==> src/rtl/matrix_multiply_assert.svh <==
// Assertion macros for the matrix multiply block.
// MM_ASSERT is sampled on clk and is off while rst_n is low.
// MM_ASSERT_NORST is sampled on clk at every edge, reset included.
`ifndef MATRIX_MULTIPLY_ASSERT_SVH
`define MATRIX_MULTIPLY_ASSERT_SVH
`ifndef SYNTHESIS
`define MM_ASSERT(lbl, prop, msg) \
    lbl: assert property (@(posedge clk) disable iff (!rst_n) prop) else $error(msg);
`define MM_ASSERT_NORST(lbl, prop, msg) \
    lbl: assert property (@(posedge clk) prop) else $error(msg);
`else
`define MM_ASSERT(lbl, prop, msg)
`define MM_ASSERT_NORST(lbl, prop, msg)
`endif
`endif

==> src/rtl/mm_pkg.sv <==
package mm_pkg;

    localparam int DATA_W    = 32;
    localparam int ADDR_W    = 6;
    localparam int DEPTH     = 64;
    localparam int CFG_W     = 4;
    localparam int CFG_IDX_W = 2;
    // 32 x 32 full products of 64 bits plus sign and rounding fit easily
    localparam int ACC_W     = 72;

    localparam logic [CFG_IDX_W-1:0] REG_ROW_COUNT   = 2'd0;
    localparam logic [CFG_IDX_W-1:0] REG_INNER_COUNT = 2'd1;
    localparam logic [CFG_IDX_W-1:0] REG_COL_COUNT   = 2'd2;

    typedef enum logic [1:0] {
        CMD_LOAD_LEFT  = 2'd0,
        CMD_LOAD_RIGHT = 2'd1,
        CMD_COMPUTE    = 2'd2
    } command_t;

    typedef enum logic [1:0] {
        ST_IDLE,
        ST_RUN,
        ST_DRAIN
    } state_t;

    // controller -> datapath
    typedef struct packed {
        logic              wr_left;
        logic              wr_right;
        logic              issue;      // one multiply-accumulate term this cycle
        logic              first;      // first term of a dot product
        logic              last_term;  // last term of a dot product
        logic              last_run;   // dot product is the final one of the run
        logic [ADDR_W-1:0] left_addr;
        logic [ADDR_W-1:0] right_addr;
        logic [ADDR_W-1:0] idx;
    } mm_cmd_t;

    // datapath -> controller
    typedef struct packed {
        logic last_out;
    } mm_status_t;

endpackage

==> src/rtl/mm_ctrl.sv <==
module mm_ctrl #(
    parameter int MAX_DIM = 8
) (
    input  logic                          clk,
    input  logic                          rst_n,
    input  logic                          start,
    input  logic [1:0]                    command,
    input  logic                          cfg_write,
    input  logic [mm_pkg::CFG_IDX_W-1:0]  cfg_index,
    input  logic [mm_pkg::CFG_W-1:0]      cfg_data,
    input  mm_pkg::mm_status_t            status,
    output mm_pkg::mm_cmd_t               cmd,
    output logic                          busy
);
    import mm_pkg::*;

    localparam int DIM_W = $clog2(MAX_DIM + 1);
    localparam int MW    = 2 * DIM_W + 1;

    state_t state_reg, state_next;

    logic [DIM_W-1:0]  rows_reg, inner_reg, cols_reg;
    logic [DIM_W-1:0]  i_reg, j_reg, k_reg;
    logic [ADDR_W-1:0] n_reg;

    logic accept;
    logic last_term;
    logic last_col;
    logic last_run;
    logic [MW-1:0] left_lin, right_lin;

    // zero acts as one, anything above MAX_DIM is clamped
    function automatic logic [DIM_W-1:0] eff_dim(input logic [CFG_W-1:0] raw);
        logic [DIM_W-1:0] r;
        if (raw == '0)
            r = DIM_W'(1);
        else if (32'(raw) > MAX_DIM)
            r = DIM_W'(MAX_DIM);
        else
            r = DIM_W'(raw);
        return r;
    endfunction

    assign busy      = (state_reg != ST_IDLE);
    assign accept    = start && !busy;
    assign last_term = (k_reg == inner_reg - DIM_W'(1));
    assign last_col  = (j_reg == cols_reg - DIM_W'(1));
    // at most 64 results per run
    assign last_run  = (last_col && (i_reg == rows_reg - DIM_W'(1))) || (n_reg == '1);

    assign left_lin  = MW'(i_reg) * MW'(inner_reg) + MW'(k_reg);
    assign right_lin = MW'(k_reg) * MW'(cols_reg) + MW'(j_reg);

    always_comb
    begin
        state_next = state_reg;
        case (state_reg)
            ST_IDLE:
            begin
                if (accept && (command == CMD_COMPUTE))
                    state_next = ST_RUN;
            end
            ST_RUN:
            begin
                if (last_term && last_run)
                    state_next = ST_DRAIN;
            end
            ST_DRAIN:
            begin
                if (status.last_out)
                    state_next = ST_IDLE;
            end
            default:
            begin
                state_next = ST_IDLE;
            end
        endcase
    end

    always_comb
    begin
        cmd            = '0;
        cmd.left_addr  = ADDR_W'(left_lin);
        cmd.right_addr = ADDR_W'(right_lin);
        cmd.idx        = n_reg;
        cmd.first      = (k_reg == '0);
        cmd.last_term  = last_term;
        cmd.last_run   = last_run;
        case (state_reg)
            ST_IDLE:
            begin
                cmd.wr_left  = accept && (command == CMD_LOAD_LEFT);
                cmd.wr_right = accept && (command == CMD_LOAD_RIGHT);
            end
            ST_RUN:
            begin
                cmd.issue = 1'b1;
            end
            default:
            begin
                cmd.issue = 1'b0;
            end
        endcase
    end

    always_ff @(posedge clk or negedge rst_n)
    begin
        if (!rst_n)
        begin
            state_reg <= ST_IDLE;
            i_reg     <= '0;
            j_reg     <= '0;
            k_reg     <= '0;
            n_reg     <= '0;
        end
        else
        begin
            state_reg <= state_next;
            if (state_reg == ST_RUN)
            begin
                if (last_term)
                begin
                    k_reg <= '0;
                    n_reg <= n_reg + ADDR_W'(1);
                    if (last_col)
                    begin
                        j_reg <= '0;
                        i_reg <= i_reg + DIM_W'(1);
                    end
                    else
                    begin
                        j_reg <= j_reg + DIM_W'(1);
                    end
                end
                else
                begin
                    k_reg <= k_reg + DIM_W'(1);
                end
            end
            else if (state_reg == ST_IDLE)
            begin
                i_reg <= '0;
                j_reg <= '0;
                k_reg <= '0;
                n_reg <= '0;
            end
        end
    end

    always_ff @(posedge clk or negedge rst_n)
    begin
        if (!rst_n)
        begin
            rows_reg  <= DIM_W'(1);
            inner_reg <= DIM_W'(1);
            cols_reg  <= DIM_W'(1);
        end
        else if (cfg_write)
        begin
            case (cfg_index)
                REG_ROW_COUNT:   rows_reg  <= eff_dim(cfg_data);
                REG_INNER_COUNT: inner_reg <= eff_dim(cfg_data);
                REG_COL_COUNT:   cols_reg  <= eff_dim(cfg_data);
                default:         ;
            endcase
        end
    end

endmodule

==> config.mk <==
export PLATFORM = sky130hd
export DESIGN_NAME = mm_ctrl
export DESIGN_NICKNAME = d
export VERILOG_FILES = /design/src/rtl/matrix_multiply_assert.svh /design/src/rtl/mm_pkg.sv /design/src/rtl/mm_ctrl.sv
export SDC_FILE = /design/constraint.sdc
export NUM_CORES = 1
export LEC_CHECK = 0
export BUFFER_PORTS_ARGS = -buffer_cell sky130_fd_sc_hd__buf_2
export CORE_UTILIZATION = 26
export DETAILED_ROUTE_END_ITERATION = 8
export PLACE_DENSITY_LB_ADDON = 0.3
export SLEW_MARGIN = 5
export SYNTH_ARGS = -nofsm -noshare
export SYNTH_HDL_FRONTEND = slang
export SYNTH_SLANG_ARGS = --single-unit
==> constraint.sdc <==
create_clock -name clk -period 3 [get_ports clk]
set_input_delay 0 -clock clk [delete_from_list [all_inputs] [get_ports clk]]
set_output_delay 0 -clock clk [all_outputs]
set_load 0.05 [all_outputs]
; ---- Word-level counts from Yosys, hierarchy flattened
; Index checks and enable logic that the tools add are counted.
[totals]
register_bits = 32
input_bits = 13
out_inout_bits = 25
wordCells = 76
[classes]
add_sub_neg = 9
n_mul = 2
n_lt_le_gt_ge = 1
eq_ne = 15
mux = 20
n_reduce_logical = 21
[ops]
columns = cell, n
row1 = 4-bit two-way mux, 11
row2 = 6-bit two-way mux, 3
row3 = "4-bit by 1-bit adder with 4-bit output, second input constant", 3
row4 = 6-bit by 4-bit adder with 6-bit output, 2
row5 = 4-bit == test, 3
row6 = 4-bit by 4-bit multiplier with 6-bit output, 2
row7 = "4-bit by 1-bit subtractor with 4-bit output, second input constant", 3
row8 = "2-bit inequality test, second input constant", 5
row9 = 4-bit logical NOT, 2
row10 = 2-bit two-way mux, 4
row11 = 2-bit AND reduction, 4
row12 = "6-bit by 1-bit adder with 6-bit output, second input constant", 1
row13 = "2-bit by 1-bit == test with 1-bit output, second input constant", 3
row14 = "2-bit == test, second input constant", 3
row15 = "6-bit == test, second input constant", 1
row16 = 1-bit logical AND, 6
row17 = 2-bit logical NOT, 3
row18 = 2-bit one-hot mux with 3 select lines, 1
row19 = 3-bit AND reduction, 2
row20 = "4-bit greater-than comparator, second input constant", 1
row21 = 2-bit nonzero test, 2
row22 = 1-bit logical NOT, 1
row23 = 1-bit logical OR, 1
row24 = 1-bit two-way mux, 1

; ---- Longest topological paths before layout
; Gate-level depths: netlist (run 1).
[depth]
word_depth = 7
depth_mapped = 11
depth_no_buf = 11

; ---- Worst setup path before layout (run 1)
; No wires, ideal clock.
[synth_path]
path_kind = reg-to-output
startpoint = register i_reg[2]
endpoint = output cmd[17] in the netlist's numbering
arrival_time_ns = 3.440
required_time_ns = 3.000
setup_slack_ns = -0.440
stages_incl_launch_ff = 11
path_buffers = 1
cell_sequence = dfrtp_1 -> clkbuf_1 -> nand2_1 -> fa_1 -> fa_1 -> inv_1 -> fa_1 -> ha_1 -> a21o_1 -> a21oi_1 -> xnor2_1
[synth_lines]
columns = item, line
row1 = "start, declared", mm_ctrl.sv:23  ; logic [DIM_W-1:0] i_reg, j_reg, k_reg;
row2 = "start signal, assigned", mm_ctrl.sv:128  ; i_reg <= i_reg + DIM_W'(1);
row3 = "end, declared", mm_ctrl.sv:12  ; output mm_pkg::mm_cmd_t cmd,

==> results.md, run 1 <==
* Gpl congestion at 0.7605
* Die area at 10,970 sq um
* Post-DP HPWL at 4946 um
* Detailed Routing Iterations Pass 1 at 4
* Number of synthesized flops with an enable pin at 0
* Synth top cells by count: nand2_1, inv_1, ha_1, dfrtp_1, xnor2_1
* Grt total ovfl at 0
* DIE HEIGHT at 104.7 um
* Net switching power at 1.498 mW
* Yosys warnings at 0
* Sequential fraction of the synthesis area at 29.32%
* Clk sink count at 32
* Num ports at 38
* Clock power share at 11.2%
* Diode count at 0
* Worst slew pin tran at 0.7615 ns
* Most common cell in the netlist: nand2_1
* Int Power at 1.542 mW
* First-pass GRT wire length at 10,860 um
* Hold Crit Class: in -> reg
* Clk Latency, worst-skew pair at 0.28 ns
* Post-route DRC at 0
* TritonCTS clock tree: yes
* Vias in the first global route at 2,250
* Critical path type: reg -> out
* Largest net degree at the start of global routing at 33
* Synth Register Bits at 32
* Die span in x at 104.7 um
* Final WS setup at -0.1594 ns
* Startpoint Class: register
* Violated checks: negative setup slack
* Outcome: finished with violations
* Gr usage total at 12.37%
* Net count, final at 408
* Buffers on Ports at 37
* Starting DRT DRC Count at 68
* Vias at 2,161
* Final setup violation count at 4
* Share of post-route cells with drive strength above 1 at 28.25%
* Synthesized area at 2744 sq um
* Crit path capture type: output pin
* Worst Clk Skew at 0.006167 ns
* TNS Setup at -0.4376 ns
* DR WL/cell at 12.89 um
* Synthesized Nets at 349
* Worst-path maximum fanout at 3
* Dpl ws at -0.1246 ns
* Avg Inst Size Synth at 9.333 sq um
* Num CTS Buffers at 5
* Clock buffer depth at 2
* Max FFs per register at 6
* Final Hold Fails at 0
* Filler Cells Inserted at 1,084
* Rel. slew slack at 49.23%
* Max Fclk at 316.5 MHz
* Cell variety after synth at 45
* Maxcap violations at 0
* Critical Path AT at 3.16 ns
* Largest cells by area after synthesis: dfrtp_1, ha_1, fa_1
* Fraction of registers with async set or reset after synthesis at 100.0%
* Reg clk slew, reported paths at 0.07 ns
* Critical path data required time at 3.00 ns
* Area leader, netlist: dfrtp_1
* Min Tclk post-route at 3.159 ns
* Cell area power density at 856.4 nW/um^2
* Comb pwr share at 67.7%
* RSZ-0062 raised after global routing: yes
* Leak at 1.728 nW
* Sequential Power Share at 21.2%
* Post-synth top area share at 26.45%
* Final wirelength at 6317 um
* Post-synth top flop: dfrtp_1
* Core area at 10,280 sq um
* H-tree levels at 2
* Root buf cell: clkbuf_8
* Period Utilization, post-route at 105.3%
* Final ANT Viol Nets at 0
* Initial antenna violation count at 0
* Initial core utilization at 26.70%
* # rows at 37
* Vias/cell at 4.410
* Final Max Slew Viols at 0
* Sw frac at 49.26%
* VDD IR max at 0.0004052 V
* Syn Inst Count at 294
* Layout area overhead at 29.37%
critical path, stage by stage, from the launching register on:
cell and delay [ns]:
dfrtp_1 0.37, nand2_2 0.07, fa_1 0.55, fa_1 0.43, fa_1 0.52, inv_2 0.05, ha_4 0.22, a21o_1 0.19
a21oi_4 0.19, xnor2_4 0.14, buf_6 0.17
layer usage:
layer | up-vias | share of wire (%) | wire length [um] | track usage [%]
li1 | 1100 | - | - | -
met1 | 1025 | 50 | 3153 | 16.84
met2 | 29 | 46 | 2936 | 20.44
met3 | 7 | 2.7 | 171 | 1.996
met4 | 0 | 0.89 | 56 | 3.018
met5 | - | 0 | 0 | 0
metrics by stage:
stage                     power [mW]  cell area [sq um]  util [%]  hold WS (ns)  cells
after floorplan                2.099               2834         -       -0.2956    294
after global placement         2.531               3309     32.20        0.1009    481
after detailed placement       2.558               3309     32.20        0.1128    481
after CTS                      3.036               3503     34.09       0.03397    490
after global routing           3.287               3550     34.54       0.02411    490
final                          3.040               3550     34.54       0.03152    490
power by group through the flow:
stage | combinational (mW) | sequential (mW) | clock, mW
floorplan | 1.38 | 0.720 | 0
finish | 2.06 | 0.644 | 0.339
global route | 2.25 | 0.659 | 0.376
detailed placement | 1.91 | 0.646 | 0
CTS | 2.04 | 0.640 | 0.351
global placement | 1.89 | 0.641 | 0
cells by family after synthesis:
family          after synthesis  synth area share [%]
simple gates                 92                 17.47
compound gates               44                 9.850
flops                        32                 29.32
fa+ha+maj                    42                 22.44
xor+xnor                     32                 10.72
buf+inv                      44                 7.113
mux                           8                 3.101
repair_timing:
action | in CTS | in global routing
pin swaps | 18 | 9
setup endpoints to repair | 6 | 6
setup buffers | 0 | 0
hold buffers | 1 | 0
endpoints found under the hold margin | 29 | 0
gates resized for setup | 22 | 8
cell type report:
cell class	count	area [sq um]	area share (%)
Multi-Input combinational cell	218	1918	54.04
Sequential cell	32	804.5	22.66
Timing Repair Buffer	64	446.7	12.58
Tap cell	136	170.2	4.794
Inverter	32	120.1	3.384
Clock buffer	8	90.09	2.538
cell usage in the layout, fill, tap and decap left out, types with 5 or more instances in the layout:
| cell | instances |
|---|---|
| clkbuf_8 | 6 |
| fa_1 | 10 |
| nor2_1 | 10 |
| a21o_1 | 7 |
| inv_1 | 30 |
| buf_6 | 11 |
| ha_4 | 5 |
| buf_4 | 21 |
| nand2_1 | 32 |
| dfrtp_1 | 29 |
| and2_1 | 11 |
| nand2b_1 | 5 |
| ha_1 | 25 |
| nand3_1 | 9 |
| xnor2_1 | 16 |
| buf_2 | 31 |
| o21ai_0 | 19 |
| xor2_1 | 9 |
path summary, 6_finish.rpt:
check / cells after the start / to / start / slack [ns]
max: 10 / cmd[11] / cols_reg[1]$_DFFE_PN0P_ / -0.16
min reg2reg: 1 / rows_reg[3]$_DFFE_PN0P_ / rows_reg[3]$_DFFE_PN0P_ / 0.52
min in group asynchronous: 2 / inner_reg[1]$_DFFE_PN0P_ / rst_n / 0.33
max in group asynchronous: 2 / n_reg[5]$_DFFE_PN0P_ / rst_n / 2.18
max reg2reg: 7 / i_reg[3]$_DFFE_PN0P_ / cols_reg[0]$_DFFE_PN1P_ / 0.43
min: 3 / state_reg[1]$_DFFE_PN0P_ / status / 0.03
Power figures use the tool's default switching activity.
==> run 2: changes to the inputs <==
--- a/config.mk
+++ b/config.mk
@@ -6,8 +6,11 @@
 export NUM_CORES = 1
 export LEC_CHECK = 0
 export BUFFER_PORTS_ARGS = -buffer_cell sky130_fd_sc_hd__buf_2
+export CORE_MARGIN = 10
 export CORE_UTILIZATION = 26
+export CTS_CLUSTER_SIZE = 30
 export DETAILED_ROUTE_END_ITERATION = 8
+export HOLD_SLACK_MARGIN = 0.08
 export PLACE_DENSITY_LB_ADDON = 0.3
 export SLEW_MARGIN = 5
 export SYNTH_ARGS = -nofsm -noshare
==> run 2 against run 1 <==
Effect of this change: the flow still finishes with violations (negative setup slack); flip-flop and latch count did not move; maximum frequency down 1.4%; clock power increased by 35%; critical path depth did not move; count of clock-buffer cells in the layout is 1 lower; register-to-register slack worse by 0.03 ns; first-iteration DRC count up 54%; hold slack improved by 0.063 ns; sequential power is essentially flat; power grew 7.0%; clock skew decreased by 0.0038 ns; critical path type unchanged; critical endpoint unchanged; largest cell class unchanged; largest power group unchanged.
==> results.md, run 2 (synthesized netlist as in run 1, its figures left out) <==
* Max FFs per register at 6 (unchanged)
* Grt total ovfl at 0 (unchanged)
* VDD IR max at 0.0005699 V (was 0.0004052 V)
* Starting DRT DRC Count at 105 (was 68)
* Share of post-route cells with drive strength above 1 at 29.70% (was 28.25%)
* Layout area overhead at 34.79% (was 29.37%)
* CP peak stage delay at 0.55 ns (about the same)
* Sequential Power Share at 19.8% (was 21.2%)
* Rel. slew slack at 51.50% (was 49.23%)
* Worst slew pin tran at 0.7276 ns (was 0.7615 ns)
* Max Fclk at 312.0 MHz (was 316.5 MHz)
* First-pass GRT wire length at 11,100 um (was 10,860 um)
* Filler Cells Inserted at 1,032 (was 1,084)
* Initial antenna violation count at 0 (unchanged)
* Fin util at 35.83% (was 34.54%)
* Net count, final at 421 (was 408)
* Final setup violation count at 5 (was 4)
* Gr usage total at 8.970% (was 12.37%)
* Hold Crit Class: in -> reg (unchanged)
* Largest net degree at the start of global routing at 33 (unchanged)
* Detailed Routing Iterations Pass 1 at 4 (unchanged)
* Post-DP HPWL at 5096 um (was 4946 um)
* Final Max Slew Viols at 0 (unchanged)
* Worst-path maximum fanout at 3 (unchanged)
* # rows at 37 (unchanged)
* RSZ-0062 raised after global routing: yes (unchanged)
* Worst path most repeated cell: fa_1 (unchanged)
* Critical path type: reg -> out (unchanged)
* Met3 global-route usage at 2.617% (was 1.996%)
* Reg clk slew, reported paths at 0.07 ns (about the same)
* Most used routing layer: met2 (unchanged)
* Met1 Usage GRT at 11.96% (was 16.84%)
* Vias at 2,227 (was 2,161)
* Startpoint Class: register (unchanged)
* Post-Layout Cell Count at 503 (was 490)
* Final ANT Viol Nets at 0 (unchanged)
* Outcome: finished with violations (unchanged)
* Clk Latency, worst-skew pair at 0.29 ns (was 0.28 ns)
* Net switching power at 1.543 mW (was 1.498 mW)
* Clock buffer depth at 2 (unchanged)
* Sw frac at 47.43% (was 49.26%)
* Min Tclk post-route at 3.205 ns (was 3.159 ns)
* Core area at 10,320 sq um (was 10,280 sq um)
* Num CTS Buffers at 5 (unchanged)
* TritonCTS clock tree: yes (unchanged)
* # placed instances at 482 (was 481)
* Root buf cell: clkbuf_8 (unchanged)
* Initial core utilization at 26.58% (was 26.70%)
* Worst Clk Skew at 0.002356 ns (was 0.006167 ns)
* Int Power at 1.710 mW (was 1.542 mW)
* Diode count at 0 (unchanged)
* Maxcap violations at 0 (unchanged)
* Die span in x at 122.7 um (was 104.7 um)
* Leak at 1.809 nW (was 1.728 nW)
* Cell Area, Placed at 3317 sq um (was 3309 sq um)
* Vias in the first global route at 2,262 (was 2,250)
* Period Utilization, post-route at 106.8% (was 105.3%)
* Buffers on Ports at 37 (unchanged)
* Critical path data required time at 3.00 ns (about the same)
* Final Hold Fails at 0 (unchanged)
* Post-route DRC at 0 (unchanged)
* Worst-path cell chain: nand2_2 > fa_1 > fa_1 > fa_1 > inv_2 > ha_4 > a21o_1 > a21oi_4 > xnor2_4 > buf_6 (unchanged)
* Vias/cell at 4.427 (was 4.410)
* H-tree levels at 2 (unchanged)
* Final wirelength at 6564 um (was 6317 um)
* Final WS setup at -0.2046 ns (was -0.1594 ns)
* Gpl congestion at 0.7962 (was 0.7605)
* Cell area power density at 879.6 nW/um^2 (was 856.4 nW/um^2)
* Clock power share at 14.0% (was 11.2%)
* Num ports at 38 (unchanged)
* DIE HEIGHT at 122.7 um (was 104.7 um)
* Die area at 15,060 sq um (was 10,970 sq um)
* Violated checks: negative setup slack (unchanged)
* Post-route cell area at 3699 sq um (was 3550 sq um)
* DR WL/cell at 13.05 um (was 12.89 um)
* Crit-path slowest cell: fa_1 (unchanged)
* Commonest cells after routing, fill and taps aside: nand2_1, buf_2, inv_1, dfrtp_1, buf_4 (was nand2_1, buf_2, inv_1, dfrtp_1, ha_1)
* Met2 GRT Util at 13.99% (was 20.44%)
* Comb pwr share at 66.2% (was 67.7%)
* Crit path capture type: output pin (unchanged)
* Critical Path AT at 3.20 ns (was 3.16 ns)
* Clk sink count at 32 (unchanged)
==> run 2: cell count changes in the layout (fill, tap and decap cells not counted) <==
cell           previous run  this run
nand2_2                   2         3
dlygate4sd3_1             1         8
ha_1                     25        26
inv_2                     1         2
a21oi_2                   3         2
buf_4                    21        27
bufinv_16                 0         1
nand2_1                  32        31
ha_4                      5         4
inv_1                    30        29
clkbuf_1                  2         0
a21oi_4                   1         2
clkbuf_8                  6         7
==> run 2: per-layer routing <==
layer | wire (um) | part of all wire [%]
met5 | 0 | 0
met4 | 64 | 0.98
met3 | 394 | 6.0
met2 | 2981 | 45
met1 | 3124 | 48
==> run 2: layout make-up <==
cell class              instances  area, sq um  area share [%]
well taps                     136        170.2           4.601
inverters                      32        120.1           3.248
multi-input cells             218         1916           51.79
clock buffers                   7        96.34           2.605
flip-flops and latches         32        804.5           21.75
repair buffers                 77        561.8           15.19
clock inverters                 1        30.03          0.8119
==> run 2: worst max-delay path: cells and delay by family, from the launching register on <==
kind | cells | cell delay, ns
buffers and inverters | 2 | 0.22
adder cells (fa/ha/maj) | 4 | 1.73
flip-flops | 1 | 0.38
AO/OA/AOI/OAI | 2 | 0.36
XOR/XNOR | 1 | 0.13
AND/OR/NAND/NOR | 1 | 0.07
==> run 2: power by group through the flow <==
| stage | Sequential (mW) | Clock [mW] | Combinational (mW) |
|---|---|---|---|
| after floorplan | 0.720 | 0 | 1.38 |
| after global placement | 0.641 | 0 | 1.92 |
| after detailed placement | 0.646 | 0 | 1.94 |
| after CTS | 0.645 | 0.466 | 2.15 |
| after global routing | 0.660 | 0.481 | 2.34 |
| final | 0.643 | 0.456 | 2.15 |
==> run 2: metrics by stage <==
stage / total power, mW / TNS [ns] / hold slack (ns) / setup slack (ns)
final: 3.253 / -0.7613 / 0.09429 / -0.2046
after global routing: 3.487 / -1.442 / 0.1164 / -0.3209
after CTS: 3.259 / -0.8256 / 0.1047 / -0.2428
after detailed placement: 2.584 / -0.2895 / 0.09600 / -0.1101
after global placement: 2.558 / -0.1539 / 0.1049 / -0.06242
after floorplan: 2.099 / -0.2455 / -0.2956 / -0.1933
==> run 2: repair_timing <==
item / 4_1_cts / 5_1_grt
setup endpoints to repair: 6 / 6
resized for setup: 29 / 4
hold endpoints to repair: 35 / 0
hold buffers: 8 / 0
setup buffers: 2 / 5
pin swaps: 21 / 14
==> run 2: worst paths after layout <==
path | from | endpoint | slack [ns] | depth (start not counted)
worst max-delay path | k_reg[1]$_DFFE_PN0P_ | cmd[11] | -0.20 | 10
worst min-delay path | cfg_data[1] | inner_reg[1]$_DFFE_PN0P_ | 0.09 | 3
worst max register to register | cols_reg[0]$_DFFE_PN1P_ | i_reg[3]$_DFFE_PN0P_ | 0.40 | 7
worst min register to register | rows_reg[0]$_DFFE_PN1P_ | rows_reg[0]$_DFFE_PN1P_ | 0.51 | 2
max in group asynchronous | rst_n | state_reg[0]$_DFFE_PN0P_ | 2.22 | 2
min in group asynchronous | rst_n | inner_reg[1]$_DFFE_PN0P_ | 0.32 | 2
